==> config.mk <==
export PLATFORM = sky130hd
export DESIGN_NAME = cfm_index_reduce
export DESIGN_NICKNAME = d
export VERILOG_FILES = /design/src/sv/cfm_pkg.sv /design/src/sv/cfm_index_reduce.sv
export SDC_FILE = /design/constraint.sdc
export NUM_CORES = 1
export LEC_CHECK = 0
export ABC_AREA = 1
export ABC_CLOCK_PERIOD_IN_PS = 800
export BUFFER_PORTS_ARGS = -buffer_cell sky130_fd_sc_hd__buf_2
export CORE_MARGIN = 5
export CORE_UTILIZATION = 40
export DETAILED_ROUTE_END_ITERATION = 16
export PLACE_DENSITY_LB_ADDON = 0.3
export REMOVE_ABC_BUFFERS = 1
export SYNTH_ARGS = -nofsm -noshare
export SYNTH_HDL_FRONTEND = slang
export SYNTH_SLANG_ARGS = --single-unit
==> constraint.sdc <==
create_clock -name aclk -period 0.8 [get_ports aclk]
set_input_delay 0.16 -clock aclk [delete_from_list [all_inputs] [get_ports aclk]]
set_output_delay 0.16 -clock aclk [all_outputs]
set_load 0.03 [all_outputs]
==> src/sv/cfm_pkg.sv <==
// Shared constants for the coverage feedback merge unit.
package cfm_pkg;

    localparam int unsigned IDX_W           = 16;
    localparam int unsigned HIT_W           = 8;
    localparam int unsigned OP_W            = 8;
    localparam int unsigned OPND_W          = 64;
    localparam int unsigned CMD_W           = 2;
    localparam int unsigned VERDICT_W       = 2;

    localparam int unsigned MAP_ENTRIES_DEF = 65536;
    localparam int unsigned ID_SPACE_DEF    = 65536;

    // Command codes
    localparam logic [CMD_W-1:0] CMD_COV   = 2'd0;
    localparam logic [CMD_W-1:0] CMD_STATE = 2'd1;
    localparam logic [CMD_W-1:0] CMD_END   = 2'd2;

    // Result kinds
    localparam logic KIND_RECORD  = 1'b0;
    localparam logic KIND_VERDICT = 1'b1;

    // Run flag bits
    localparam int unsigned FLAG_COV   = 0;
    localparam int unsigned FLAG_STATE = 1;

endpackage

==> src/sv/cfm_index_reduce.sv <==
// Two-stage reduction of a 16-bit index modulo a constant table depth.
module cfm_index_reduce #(
    parameter int unsigned MOD = cfm_pkg::MAP_ENTRIES_DEF,
    localparam int unsigned AW = $clog2(MOD)
) (
    input  logic                      aclk,
    input  logic [cfm_pkg::IDX_W-1:0] idx,
    output logic [AW-1:0]             rem
);

    localparam int unsigned IW = cfm_pkg::IDX_W;

    generate
        if (MOD >= (1 << IW)) begin : g_pass
            // index always in range: just delay to match the reducing path
            logic [IW-1:0] idx_d_reg;
            logic [AW-1:0] rem_reg;

            always_ff @(posedge aclk) begin
                idx_d_reg <= idx;
                rem_reg   <= AW'(idx_d_reg);
            end

            assign rem = rem_reg;
        end else begin : g_reduce
            // q = floor(idx * (floor(2^32 / MOD) + 1) / 2^32) is exact for idx < 2^16
            localparam int unsigned SH     = 32;
            localparam logic [SH:0] RECIP  = (SH+1)'((64'd1 << SH) / MOD + 1);
            localparam logic [IW:0] MOD_C  = (IW+1)'(MOD);
            localparam int unsigned PROD_W = IW + SH + 1;

            logic [PROD_W-1:0] prod_reg;
            logic [IW-1:0]     idx_d_reg;
            logic [AW-1:0]     rem_reg;
            logic [IW:0]       quot;
            logic [2*IW+1:0]   qm;
            logic [IW:0]       diff;

            always_comb begin
                quot = prod_reg[PROD_W-1:SH];
                qm   = quot * MOD_C;
                diff = {1'b0, idx_d_reg} - qm[IW:0];
            end

            always_ff @(posedge aclk) begin
                prod_reg  <= PROD_W'(idx) * PROD_W'(RECIP);
                idx_d_reg <= idx;
                rem_reg   <= diff[AW-1:0];
            end

            assign rem = rem_reg;
        end
    endgenerate

endmodule

==> run metrics <==
hold slack final=0.3296 ns; Starting Density=42.52%; CP Buf/Inv Count=1; Layout Nets=104; failing checks=setup timing; endpoints failing hold=0; GR Util met2=22.18%; Pwr Density=2753 nW/um^2; CTS tree=built; relative slew slack=94.12%; die area=2502 sq um; die width=50.02 um; H-tree depth=2; Via density=3.885; Syn-to-layout area delta=86.72%; Worst R2R End=rem[2]; Die H=50.02 um; Synth top area share=100.0%; vias in the first global route=427; Yosys reg bits=32; Critical Path AT=0.77 ns; CP Capture Type=primary output; total global routing overflow=0; setup repair after global routing missed its margin=true; met1 usage in global routing=9.006%; DRC Markers=0; critical path's top delay family=flip-flops; total negative slack=-1.927 ns; Max Cap Violations=0; setup violators final=16; number of multi-input logic gates=0; reg2reg path depth=0; diode count=0; TritonRoute pass-1 iters=2; WHS Path Cells=0; Max FO, Critical Path=1; WL per Instance=11.98 um; Vias=404; max incr delay on CP=0.34 ns; Final Max Tran Viols=0; total CTS buffers=5; GRT Max-Usage Layer=met2; layout cells sized above 1=63.64%; Synth area leader=dfxtp_1; worst min path class=flip-flop to flip-flop; Final Wtd Congestion=0.6259; leak pwr=0.5482 nW; CTS root buffer=clkbuf_4; GR Util met3=7.831%; CP required=0.64 ns; Setup Crit Path Kind=flip-flop to primary output; I/O Buffers=32; synthesized instance count=32; clock slew at reported path FFs=0.09 ns; Worst Clk Skew=0.0007929 ns; Routed WL=1246 um; initial antenna violation count=0; Peak VDD IR=0.002490 V; startpoint types=flip-flop; Iter 0 DRT Violations=1; slowest CP cell=dfxtp_2; crit-path cells=buf_6; Max Clk Rate=1.076 GHz; dpl cells=80; core area=1506 sq um; area of the multi-input gates=0 sq um; Synth cell types=1; period utilization=116.2%; number of clock sinks=32; measured slew at the worst slew-check pin=0.08819 ns; largest net degree at the start of global routing=11; dpl ws=0.1462 ns; post-route ant nets=0; post-route non-filler standard cell count=104; row count=14; shortest period the worst path allows=0.9295 ns; IO Count=33; Worst Min Path Start=g_pass.idx_d_reg[4]; clock insertion delay at the later pin of the skew report=0.31 ns; synth top area cells=dfxtp_1; CTS Buffer Depth=2; area of the mapped netlist=640.6 sq um; Post-CTS Setup Bufs=0; total global-route track usage=11.71%; total power=3.293 mW; internal reg-to-reg setup slack=0.39 ns; proportion of synthesized chip area in sequential cells=100.0%; Worst Hold Path EP=rem[4]; launch point of the worst reg-to-reg path=g_pass.idx_d_reg[2]; status=finished with violations; Yosys warning count=0; syn_area_per_cell=20.02 sq um; global-route wire length before repair=2028 um; Setup WS post-layout=-0.1295 ns
cells in the final DEF, fill, tap and decap left out, drive strengths merged:
cell type	Yosys	layout
dfxtp	32	32
bufinv	0	1
buf	0	32
clkbuf	0	7
dlygate4sd3	0	16
per-layer routing:
metal  up-vias  part of all wire, %
met2        19                   64
met5         -                    0
met3         0                  7.9
met4         0                    0
li1        206                    -
met1       179                   28
final cells by class:
class	instances	area, sq um
clock buffers	7	65.06
fillers	100	310.3
flip-flops and latches	32	660.6
repair buffers	48	420.4
clock inverters	1	30.03
well taps	16	20.02
cells in the mapped netlist, drive strengths merged:
master / instances
dfxtp: 32
worst max path at each step:
stage             from  endpoint  slack (ns)  cells after the start
3_3_place_gp    rem[7]    rem[7]        0.17                      1
4_1_cts        rem[11]   rem[11]       -0.15                      1
3_5_place_dp   rem[11]   rem[11]        0.15                      1
2_1_floorplan   rem[0]    rem[0]        0.18                      0
6_report       rem[14]   rem[14]       -0.13                      1
5_1_grt        rem[14]   rem[14]       -0.18                      1
kinds of logic after synthesis:
family and synth area share [%]:
flip-flops 100.0
stage by stage:
step,utilization (%),area (sq um)
3_5_place_dp,54.48,820.8
2_1_floorplan,-,640.6
3_3_place_gp,54.48,820.8
4_1_cts,79.40,1196
5_1_grt,79.40,1196
6_report,79.40,1196
power breakdown:
group	switching [mW]	internal, mW	leakage (nW)	total, mW
Combinational	0.121	0.155	0.227	0.277
Clock	0.472	0.830	0.0515	1.30
Sequential	0.0285	1.69	0.270	1.71
timing repair:
action | CTS | global route
hold buffers | 16 | 0
endpoints found under the setup margin | 16 | 16
resized for setup | 48 | 0
endpoints found under the hold margin | 16 | 0
Note: power is estimated with default switching activity, not from simulation.
